==> config.mk <==
export PLATFORM = sky130hd
export DESIGN_NAME = modular_exponentiation_top_flat
export DESIGN_NICKNAME = d
export VERILOG_FILES = /design/src/design/modexp_pkg.sv /design/src/design/modexp_if.sv /design/src/design/modexp_modred.sv /design/src/design/modular_exponentiation_top.sv /design/src/flat_wrapper.sv
export SDC_FILE = /design/constraint.sdc
export NUM_CORES = 2
export LEC_CHECK = 0
export BUFFER_PORTS_ARGS = -buffer_cell sky130_fd_sc_hd__buf_4
export CAP_MARGIN = 20
export CORE_AREA = 10 10 335 337
export CTS_BUF_LIST = sky130_fd_sc_hd__clkbuf_8
export DETAILED_ROUTE_END_ITERATION = 6
export DIE_AREA = 0 0 345 347
export REMOVE_ABC_BUFFERS = 1
export SYNTH_ARGS = -nofsm -noshare
export SYNTH_HDL_FRONTEND = slang
export SYNTH_SLANG_ARGS = --single-unit
export TNS_END_PERCENT = 20
==> constraint.sdc <==
create_clock -name clk -period 9.6 [get_ports clk]
set_clock_uncertainty 0.05 [all_clocks]
set_input_delay 0.48 -clock clk [delete_from_list [all_inputs] [get_ports clk]]
set_output_delay 0.48 -clock clk [all_outputs]
set_load 0.01 [all_outputs]
==> src/design/modexp_pkg.sv <==
`timescale 1ns / 1ps
`default_nettype none
// ----------------------------------------------------------------------------
// Modular exponentiation package
// Field widths, the modulus reset value and the default exponent width.
// ----------------------------------------------------------------------------
package modexp_pkg;

  localparam int MOD_W   = 31;
  localparam int BASE_W  = 32;
  localparam int EXP_W   = 63;
  localparam int PROD_W  = 2 * MOD_W;

  localparam int EXP_WIDTH_DEF = 63;

  localparam logic [MOD_W-1:0] MOD_RESET = 31'd1000000007;

endpackage
`default_nettype wire

==> src/design/modexp_if.sv <==
`timescale 1ns / 1ps
`default_nettype none
// ----------------------------------------------------------------------------
// Modular exponentiation channels
// Valid/ready channels for the operand items and the result items.
// ----------------------------------------------------------------------------
interface modexp_in_if
  import modexp_pkg::*;
  ();
  logic              valid;
  logic              ready;
  logic [BASE_W-1:0] base;
  logic [EXP_W-1:0]  exponent;

  modport source (output valid, output base, output exponent, input ready);
  modport sink (input valid, input base, input exponent, output ready);
endinterface

interface modexp_out_if
  import modexp_pkg::*;
  ();
  logic             valid;
  logic             ready;
  logic [MOD_W-1:0] power;

  modport source (output valid, output power, input ready);
  modport sink (input valid, input power, output ready);
endinterface
`default_nettype wire

==> src/design/modexp_modred.sv <==
`timescale 1ns / 1ps
`default_nettype none
// ----------------------------------------------------------------------------
// Modular reduction unit
// Restoring remainder of a double-width value by the modulus, two bits a cycle.
// ----------------------------------------------------------------------------
module modexp_modred
  import modexp_pkg::*;
(
  input  wire logic              clk,
  input  wire logic              rst_n,
  input  wire logic              start,
  input  wire logic [PROD_W-1:0] dividend,
  input  wire logic [MOD_W-1:0]  modulus,
  output logic                   done,
  output logic [MOD_W-1:0]       remainder
);

  localparam int STEPS = PROD_W / 2;
  localparam int CNT_W = (STEPS > 1) ? $clog2(STEPS) : 1;

  logic              busy_r;
  logic              done_r;
  logic [CNT_W-1:0]  cnt_r;
  logic [PROD_W-1:0] div_r;
  logic [MOD_W-1:0]  rem_r;

  logic [MOD_W:0]    t1;
  logic [MOD_W:0]    t2;
  logic [MOD_W-1:0]  s1;
  logic [MOD_W-1:0]  s2;

  always_comb begin
    t1 = {rem_r, div_r[PROD_W-1]};
    s1 = (t1 >= {1'b0, modulus}) ? MOD_W'(t1 - {1'b0, modulus}) : t1[MOD_W-1:0];
    t2 = {s1, div_r[PROD_W-2]};
    s2 = (t2 >= {1'b0, modulus}) ? MOD_W'(t2 - {1'b0, modulus}) : t2[MOD_W-1:0];
  end

  always_ff @(posedge clk) begin
    if (!rst_n) begin
      busy_r <= 1'b0;
      done_r <= 1'b0;
      cnt_r  <= '0;
    end else begin
      done_r <= 1'b0;
      if (start) begin
        busy_r <= 1'b1;
        cnt_r  <= '0;
        div_r  <= dividend;
        rem_r  <= '0;
      end else if (busy_r) begin
        rem_r <= s2;
        div_r <= div_r << 2;
        cnt_r <= cnt_r + CNT_W'(1);
        if (cnt_r == CNT_W'(STEPS - 1)) begin
          busy_r <= 1'b0;
          done_r <= 1'b1;
        end
      end
    end
  end

  assign done      = done_r;
  assign remainder = rem_r;

endmodule
`default_nettype wire

==> src/design/modular_exponentiation_top.sv <==
`timescale 1ns / 1ps
`default_nettype none
// ----------------------------------------------------------------------------
// Modular exponentiation top level
// Right-to-left square and multiply of base to the power exponent mod modulus.
// ----------------------------------------------------------------------------
// Usage: an operand transfer on in_if carries base and exponent; one result
// transfer on out_if returns power = base^exponent mod modulus. The modulus
// is to be written through cfg_we/cfg_wdata only while the block is idle; the
// block itself does not enforce this. A modulus of zero gives a result of zero.
// One item is processed at a time and in_if.ready is low while it is in work.
// All arithmetic runs on one 31x31 multiplier and one remainder unit that
// retires two dividend bits per cycle. The base is reduced first; then every
// exponent bit up to the highest set bit takes a check and a squaring, and
// every set bit a multiply as well, less the squaring after the highest set
// bit. A zero exponent ends after the base reduction and its check, and a
// zero modulus goes straight to the result. out_if.valid rises once the
// output register is free.
// A finished result sits in the output register until it is taken; a new item
// can be accepted meanwhile, and a second result waits until the first one
// leaves. Reset returns the sequencer to idle, drops out_if.valid and loads
// the modulus with 1000000007.
// ----------------------------------------------------------------------------
module modular_exponentiation_top
  import modexp_pkg::*;
#(
  parameter int EXP_WIDTH = EXP_WIDTH_DEF
) (
  input  wire logic             clk,
  input  wire logic             rst_n,
  input  wire logic             cfg_we,
  input  wire logic [MOD_W-1:0] cfg_wdata,
  modexp_in_if.sink             in_if,
  modexp_out_if.source          out_if
);

  typedef enum logic [2:0] {
    S_IDLE,
    S_BASE,
    S_CHECK,
    S_RED_R,
    S_RED_X,
    S_DONE
  } state_t;

  state_t               state_r;
  logic [MOD_W-1:0]     mod_r;
  logic [MOD_W-1:0]     x_r;
  logic [MOD_W-1:0]     r_r;
  logic [EXP_WIDTH-1:0] e_r;
  logic [PROD_W-1:0]    prod_r;
  logic                 start_r;
  logic [MOD_W-1:0]     power_r;
  logic                 out_valid_r;

  logic [MOD_W-1:0]     mul_a;
  logic [PROD_W-1:0]    mul_p;
  logic                 red_done;
  logic [MOD_W-1:0]     red_rem;
  logic                 out_free;

  assign mul_a    = (state_r == S_CHECK && e_r[0]) ? r_r : x_r;
  assign mul_p    = {{MOD_W{1'b0}}, mul_a} * {{MOD_W{1'b0}}, x_r};
  assign out_free = !out_valid_r || out_if.ready;

  modexp_modred u_modred (
    .clk       (clk),
    .rst_n     (rst_n),
    .start     (start_r),
    .dividend  (prod_r),
    .modulus   (mod_r),
    .done      (red_done),
    .remainder (red_rem)
  );

  always_ff @(posedge clk) begin
    if (!rst_n) begin
      state_r     <= S_IDLE;
      mod_r       <= MOD_RESET;
      start_r     <= 1'b0;
      out_valid_r <= 1'b0;
    end else begin
      start_r <= 1'b0;
      if (cfg_we) begin
        mod_r <= cfg_wdata;
      end
      if (out_valid_r && out_if.ready && state_r != S_DONE) begin
        out_valid_r <= 1'b0;
      end
      case (state_r)
        S_IDLE: begin
          if (in_if.valid) begin
            e_r <= in_if.exponent[EXP_WIDTH-1:0];
            if (mod_r == '0) begin
              r_r     <= '0;
              state_r <= S_DONE;
            end else begin
              r_r     <= (mod_r == MOD_W'(1)) ? '0 : MOD_W'(1);
              prod_r  <= {{(PROD_W - BASE_W){1'b0}}, in_if.base};
              start_r <= 1'b1;
              state_r <= S_BASE;
            end
          end
        end
        S_BASE: begin
          if (red_done) begin
            x_r     <= red_rem;
            state_r <= S_CHECK;
          end
        end
        S_CHECK: begin
          if (e_r == '0) begin
            state_r <= S_DONE;
          end else begin
            prod_r  <= mul_p;
            start_r <= 1'b1;
            state_r <= e_r[0] ? S_RED_R : S_RED_X;
          end
        end
        S_RED_R: begin
          if (red_done) begin
            r_r <= red_rem;
            if ((e_r >> 1) == '0) begin
              state_r <= S_DONE;
            end else begin
              prod_r  <= mul_p;
              start_r <= 1'b1;
              state_r <= S_RED_X;
            end
          end
        end
        S_RED_X: begin
          if (red_done) begin
            x_r     <= red_rem;
            e_r     <= e_r >> 1;
            state_r <= S_CHECK;
          end
        end
        S_DONE: begin
          if (out_free) begin
            power_r     <= r_r;
            out_valid_r <= 1'b1;
            state_r     <= S_IDLE;
          end
        end
        default: begin
          state_r <= S_IDLE;
        end
      endcase
    end
  end

  assign in_if.ready  = (state_r == S_IDLE);
  assign out_if.valid = out_valid_r;
  assign out_if.power = power_r;

endmodule
`default_nettype wire

==> src/flat_wrapper.sv <==
// flat-port wrapper written by rule: the top's interface ports become plain ports
module modular_exponentiation_top_flat import modexp_pkg::*;
#(
  parameter int EXP_WIDTH = EXP_WIDTH_DEF
)
  (clk, rst_n, cfg_we, cfg_wdata, in_if_valid, in_if_base, in_if_exponent, in_if_ready, out_if_valid, out_if_power, out_if_ready);
  modexp_in_if in_if_i ();
  modexp_out_if out_if_i ();
  input  wire logic clk;
  input  wire logic rst_n;
  input  wire logic cfg_we;
  input  wire logic [MOD_W-1:0] cfg_wdata;
  input wire logic [$bits(in_if_i.valid)-1:0] in_if_valid;
  input wire logic [$bits(in_if_i.base)-1:0] in_if_base;
  input wire logic [$bits(in_if_i.exponent)-1:0] in_if_exponent;
  output wire logic [$bits(in_if_i.ready)-1:0] in_if_ready;
  output wire logic [$bits(out_if_i.valid)-1:0] out_if_valid;
  output wire logic [$bits(out_if_i.power)-1:0] out_if_power;
  input wire logic [$bits(out_if_i.ready)-1:0] out_if_ready;
  assign in_if_i.valid = in_if_valid;
  assign in_if_i.base = in_if_base;
  assign in_if_i.exponent = in_if_exponent;
  assign in_if_ready = in_if_i.ready;
  assign out_if_valid = out_if_i.valid;
  assign out_if_power = out_if_i.power;
  assign out_if_i.ready = out_if_ready;
  modular_exponentiation_top #(.EXP_WIDTH(EXP_WIDTH)) u_core (.clk(clk), .rst_n(rst_n), .cfg_we(cfg_we), .cfg_wdata(cfg_wdata), .in_if(in_if_i), .out_if(out_if_i));
endmodule
# Word-level counts from Yosys, hierarchy flattened
# Cells that the tools add are included.
dict set report op_classes {
  reduce_logical 23
  add_sub_neg 3
  multipliers 1
  bitwise 2
  order_cmp 2
  eq_ne 16
  mux 42
}
# op n
set ops {}
lappend ops {{$mux 62} 7}
lappend ops {{$mux 31} 7}
lappend ops {{$pmux 62 s3} 1}
lappend ops {{$logic_not 63->1} 2}
lappend ops {{$mux 63} 2}
lappend ops {{$pmux 63 s2} 1}
lappend ops {{$ge 32x31->1} 2}
lappend ops {{$mul 31x31->62} 1}
lappend ops {{$pmux 31 s2} 1}
lappend ops {{$sub 31x31->31} 2}
lappend ops {{$eq 31x1->1 const B} 1}
lappend ops {{$logic_not 31->1} 1}
lappend ops {{$mux 3} 7}
lappend ops {{$pmux 3 s5} 1}
lappend ops {{$mux 1} 14}
lappend ops {{$ne 2x2->1 const B} 6}
lappend ops {{$reduce_and 4->1} 3}
lappend ops {{$reduce_and 7->1} 1}
lappend ops {{$eq 3x2->1 const B} 2}
lappend ops {{$eq 3x3->1 const B} 2}
lappend ops {{$reduce_and 3->1} 2}
lappend ops {{$reduce_bool 2->1} 3}
lappend ops {{$add 5x1->5 const B} 1}
lappend ops {{$eq 5x5->1 const B} 1}
lappend ops {{13 further kinds} 18}
dict set report word_totals {
  out_inout_bits 33
  elab_cells 103
  regBits 354
}

# Depth between registers and ports, before layout
dict set report depth {
  depth_word 7
  ltp_mapped 34
}

# By module
# A second synthesis with hierarchy kept.
dict set report unflattened {
  hier_cells 5044
  area_unflattened_um2 49665.1
}
# module seq_area_each_um2 n_inst cells_each area_per_inst_um2
set modules_own_cells {}
lappend modules_own_cells {modular_exponentiation_top 7267.0 1 4196 41338.4}
lappend modules_own_cells {modexp_modred 2932.8 1 848 8326.7}

# Least setup slack after synthesis
# OpenSTA, ideal clock, no wires.
dict set report synth_timing {
  path_type {register -> register}
  startpoint {register u_core.state_r[1]}
  endpoint {register u_core.prod_r[61], data pin}
  arrival_time_ns 7.814
  synth_period_minus_slack_ns 8.130
  path_stages_with_launch 32
  path_slack_ns 1.470
  t_required_ns 9.284
  cell_sequence {dfxtp_1 nor2b_1 clkbuf_1 nand3_1 clkbuf_1 nand2_1 nand2_1 clkbuf_1 and2_1 fa_1 inv_1 fa_1 inv_1 fa_1 inv_1 fa_1 inv_1 fa_1 fa_1 fa_1 fa_1 ha_1 a21oi_1 nor2_1 o31a_1 a221o_1 a32oi_1 nand2_1 a211oi_1 o21ai_1 xnor2_1 nor2_1}
}
dict set report synth_between {
  elab_chain_len 7
  word_cells_on_any_way 10
  cone_classes {mul (1); eq/ne (2); mux (5); reduce/logical (2)}
}
# item line_no
set synth_rtl {}
lappend synth_rtl {{from (decl)} modular_exponentiation_top.sv:46} ;# state_t state_r;
lappend synth_rtl {{from (signal assigned)} modular_exponentiation_top.sv:117} ;# state_r <= e_r[0] ? S_RED_R : S_RED_X;
lappend synth_rtl {{$eq 3x2->1} {modular_exponentiation_top.sv:62, modular_exponentiation_top.sv:90}}
lappend synth_rtl {{$logic_and 1x1->1} modular_exponentiation_top.sv:62} ;# assign mul_a = (state_r == S_CHECK && e_r[0]) ? r_r : x_r;
lappend synth_rtl {{$mux 31} modular_exponentiation_top.sv:62}
lappend synth_rtl {{$mul 31x31->62} modular_exponentiation_top.sv:63} ;# assign mul_p = {{MOD_W{1'b0}}, mul_a} * {{MOD_W{1'b0}}, x_r};
lappend synth_rtl {{$mux 62} modular_exponentiation_top.sv:123} ;# if ((e_r >> 1) == '0) begin
lappend synth_rtl {{$mux 62} modular_exponentiation_top.sv:121} ;# if (red_done) begin
lappend synth_rtl {{$pmux 62 s3 (*)} modular_exponentiation_top.sv:90} ;# case (state_r)
lappend synth_rtl {{to (signal assigned)} modular_exponentiation_top.sv:99} ;# prod_r <= {{(PROD_W - BASE_W){1'b0}}, in_if.base};
lappend synth_rtl {{to (signal assigned)} modular_exponentiation_top.sv:115} ;# prod_r <= mul_p;
lappend synth_rtl {{to (signal assigned)} modular_exponentiation_top.sv:126} ;# prod_r <= mul_p;
lappend synth_rtl {{to (decl)} modular_exponentiation_top.sv:51} ;# logic [PROD_W-1:0] prod_r;
# Every way passes the cells marked *; elsewhere a longest branch is shown, timed or not. The select of a mux whose other input is x is not followed.
# A chain may end at the register's enable or synchronous reset.

# Worst setup path in the final report
dict set report layout_timing {
  startpoint {register u_core.state_r[0]}
  endpoint {register u_core.prod_r[23], data pin}
}
# The elaborated chain is that of the path after synthesis.

==> run_results.csv <==
group,metric,value,unit
floorplanning,die_w,345,um
yosys,synthSimpleGateAreaFrac,0.1573,
clocking,clkSinkCount,354,
drt,postRouteAntennaNets,0,
yosys,ys.flop_type,"edfxtp_1",
floorplanning,die_h,347,um
yosys,synth_compound_area_frac,0.07414,
yosys,yosysUniqueCellTypes,81,
sta,fmax,0.1076,GHz
job,drv_cap,0,
yosys,ys.warnings.count,0,
clocking,cts_tree,"yes",
yosys,yosys.area_share.adder,0.4223,
yosys,synth_seq_area_share,0.2072,
grt,grt_usage,0.2381,
power_and_ir_drop,powerDensity,127.2,mW/mm^2
floorplanning,coreArea,0.1051,mm^2
placed_design,placement.io_buffers,163,
clocking,cts_root_buffer,"clkbuf_8",
final_layout,syn_to_final_growth,11.48,%
drt,vias,36070,
drt,drtIter0Drc,2613,
yosys,ys_ff_latch,354,
yosys,synth_top_family_by_area,"adder cells",
critical_path,cp_max_fo,12,
sta,setup_viol,0,
yosys,synth_top_cells_by_count,"fa_1 (839), inv_1 (832), nand2_1 (671)",
yosys,synth_edf_count,311,
critical_path,r2r_slack,0.31,ns
drt,vias_per_cell,5.415,
clocking,htreeDepth,3,
grt,grt_max_degree,65,
final_layout,finalNonFillerCells,6662,
run_status,status,"finished clean",
sta,min_period,9.295,ns
placed_design,place_inst,6411,
sta,rsz0062_at_grt,"no",
critical_path,crit_path_start_kind,"flop",
floorplanning,start_util,0.4683,
grt,busiest_layer,"met2",
clocking,ctsLongestPathBuffers,3,
final_layout,final_nets,6502,
power_and_ir_drop,peakVddDrop,0.1900,mV
sta,whs,0.06939,ns
worst_hold_path,min_delay_path_depth,2,
yosys,syn_area,0.04922,mm^2
critical_path,r2r_start,"u_core.state_r[0]",
sta,setup_tns,0,ns
sta,slew_viol_final,0,
grt,grt_pass1_vias,38570,
final_layout,final_cell_area,0.05488,mm^2
critical_path,crit_path_end_kind,"flop",
drt,firstDrtPassIters,5,
grt,use_met3,0.04154,
yosys,syn_inst,5022,
critical_path,critPathRequiredTime,9.95,ns
final_layout,drive_gt1_frac,0.1075,
grt,use_met1,0.3170,
worst_hold_path,holdCritStartpoint,"in_if_exponent[0]",
sta,timing.final.crit_share,0.9682,
placed_design,gp_congestion,0.9173,
yosys,synth_top_area_cell,"fa_1",
drt,totalWireLength,142200,um
clocking,cts.clk_slew.worst_paths,0.06,ns
grt,grt_antenna_before_repair,9,
floorplanning,dieArea,0.1197,mm^2
worst_hold_path,hp-class,"primary input to flop",
grt,grt_pass1_wl,225300,um
sta,slew_headroom,0.2667,
yosys,yosys-top-cells-area,"fa_1 (34%), edfxtp_1 (19%), ha_1 (8.1%)",
sta,finalHoldViolCount,0,
drt,drc,0,
grt,grt-ovfl-total,0,
critical_path,arrival,9.65,ns
yosys,synth_most_common_cell,"fa_1",
critical_path,crit_type,"flop to flop",
yosys,synthArstFlopShare,0,
clocking,clk_latency,0.74,ns
floorplanning,rows,119,
power_and_ir_drop,power.leakage,25.51,nW
critical_path,reg2regPathDepth,27,
worst_hold_path,holdPathEnd,"u_core.e_r[0]",
placed_design,placed_area,0.05218,mm^2
sta,worstMarginPinSlew,1.072,ns
placed_design,hpwl,112200,um
yosys,synth_top_cell_area_share,0.3412,
drt,wl_per_cell,21.35,um
yosys,synth.area.mux_share,0.03449,
critical_path,regToRegEndpoint,"u_core.prod_r[23]",
clocking,numCtsBuffers,70,
critical_path,crit_start,"u_core.state_r[0]",
yosys,synth_xor_area_frac,0.01904,
final_layout,fillers,9600,
floorplanning,io_pins,164,
yosys,synth_area_per_cell,9.802,um^2
grt,gr-usage-met2,0.3934,
==> where the power goes <==
part | switching, W | total, W | internal [W]
logic | 0.00180 | 0.00312 | 0.00132
registers | 0.000206 | 0.00225 | 0.00205
clock network | 0.000777 | 0.00161 | 0.000830
==> registers in the layout, summed over array words and instances (netlist names) <==
name / count
u_core.u_modred.done: 1
u_core.start_r: 1
u_core.out_if.valid: 1
u_core.out_if.power: 31
u_core.u_modred.remainder: 31
u_core.u_modred.cnt_r: 5
u_core.x_r: 31
u_core.u_modred.div_r: 62
u_core.prod_r: 62
u_core.e_r: 63
u_core.r_r: 31
u_core.u_modred.busy_r: 1
u_core.mod_r: 31
u_core.state_r: 3
==> through the flow <==
stage / power, W / setup slack (ns) / util
after floorplan: 0.004497 / -0.9379 / -
after global placement: 0.005311 / 0.3697 / 0.4964
after detailed placement: 0.005318 / 0.3328 / 0.4964
after CTS: 0.007000 / 0.2644 / 0.5213
after global routing: 0.007459 / 0.02678 / 0.5220
final: 0.006982 / 0.3053 / 0.5221
==> timing repair <==
item,in CTS,in global routing
setup buffers,0,3
endpoints found under the setup margin,0,11
endpoints found under the hold margin,118,0
gates resized for setup,0,12
hold buffers,118,0
==> how the worst max path moves through the flow <==
stage,endpoint,slack [ns],cells past startpoint
floorplan,u_core.prod_r[61],-0.94,28
global placement,u_core.prod_r[58],0.37,32
detailed placement,u_core.prod_r[58],0.33,32
CTS,u_core.prod_r[50],0.26,32
global route,u_core.prod_r[56],0.03,29
finish,u_core.prod_r[23],0.31,27
==> layout by cell type, fill, tap and decap left out, types with 13 or more instances in the layout <==
cell / instances
nor4_1: 24
dfxtp_1: 42
nand4_1: 36
a31oi_1: 26
nor3_1: 29
nand2b_1: 17
nand3_1: 39
o21a_1: 33
clkbuf_8: 71
a21o_1: 72
ha_1: 319
o21ai_0: 107
and2_1: 500
mux2i_1: 20
xor2_1: 45
o21ai_1: 39
buf_4: 278
nor2b_1: 27
o21bai_1: 17
nand2_1: 664
clkinv_2: 13
fa_1: 839
edfxtp_1: 311
dlygate4sd3_1: 118
a21oi_1: 155
o211ai_1: 27
nor2_1: 115
inv_1: 851
xnor2_1: 62
and3_1: 50
mux2_2: 133
a211oi_1: 25
==> area by class of cell <==
cell class / count / area [um^2] / area share
Tap cell: 1391 / 1740 / 0.03171
Timing Repair Buffer: 405 / 3431 / 0.06252
Inverter: 832 / 3123 / 0.05691
Clock buffer: 71 / 977.2 / 0.01781
Antenna cell: 4 / 10.01 / 0.0001824
Multi-Input combinational cell: 3550 / 34930 / 0.6365
Sequential cell: 354 / 10200 / 0.1859
Clock inverter: 55 / 460.4 / 0.008390
==> logic make-up (layout without fill, tap and decap cells) <==
kind of cell,Yosys count,after routing
and+or+nand+nor,1556,1556
adders and majority gates,1158,1158
buffers and inverters,1118,1363
AOI/OAI and AO/OA,576,576
DFF,354,354
muxes,153,153
xor gates and xnor gates,107,107
other,0,4
==> routing by layer <==
layer / vias up / part of all wire
met5: - / 0
met4: 0 / 0.033
met3: 227 / 0.063
met2: 1130 / 0.48
met1: 18420 / 0.43
li1: 16300 / -
==> worst max-delay path: stages (launching register included) <==
cell and delay [ns]:
dfxtp_1 0.31, inv_1 0.11, nand2_1 0.16, nor2_4 0.31, buf_4 0.18, nand2_1 0.05, nand2_1 0.53, buf_4 0.29
buf_4 0.17, and2_1 0.16, fa_1 0.42, fa_1 0.50, fa_1 0.55, fa_1 0.42, ha_1 0.28, ha_1 0.28
fa_1 0.51, fa_1 0.43, ha_1 0.38, a21o_1 0.20, a21o_1 0.21, a2111oi_0 0.85, nor3b_2 0.23, nor2_1 0.24
and3b_1 0.23, or2_2 0.28, xnor2_1 0.41, o21ai_0 0.24
No activity file was read; power rests on OpenSTA's default activity.
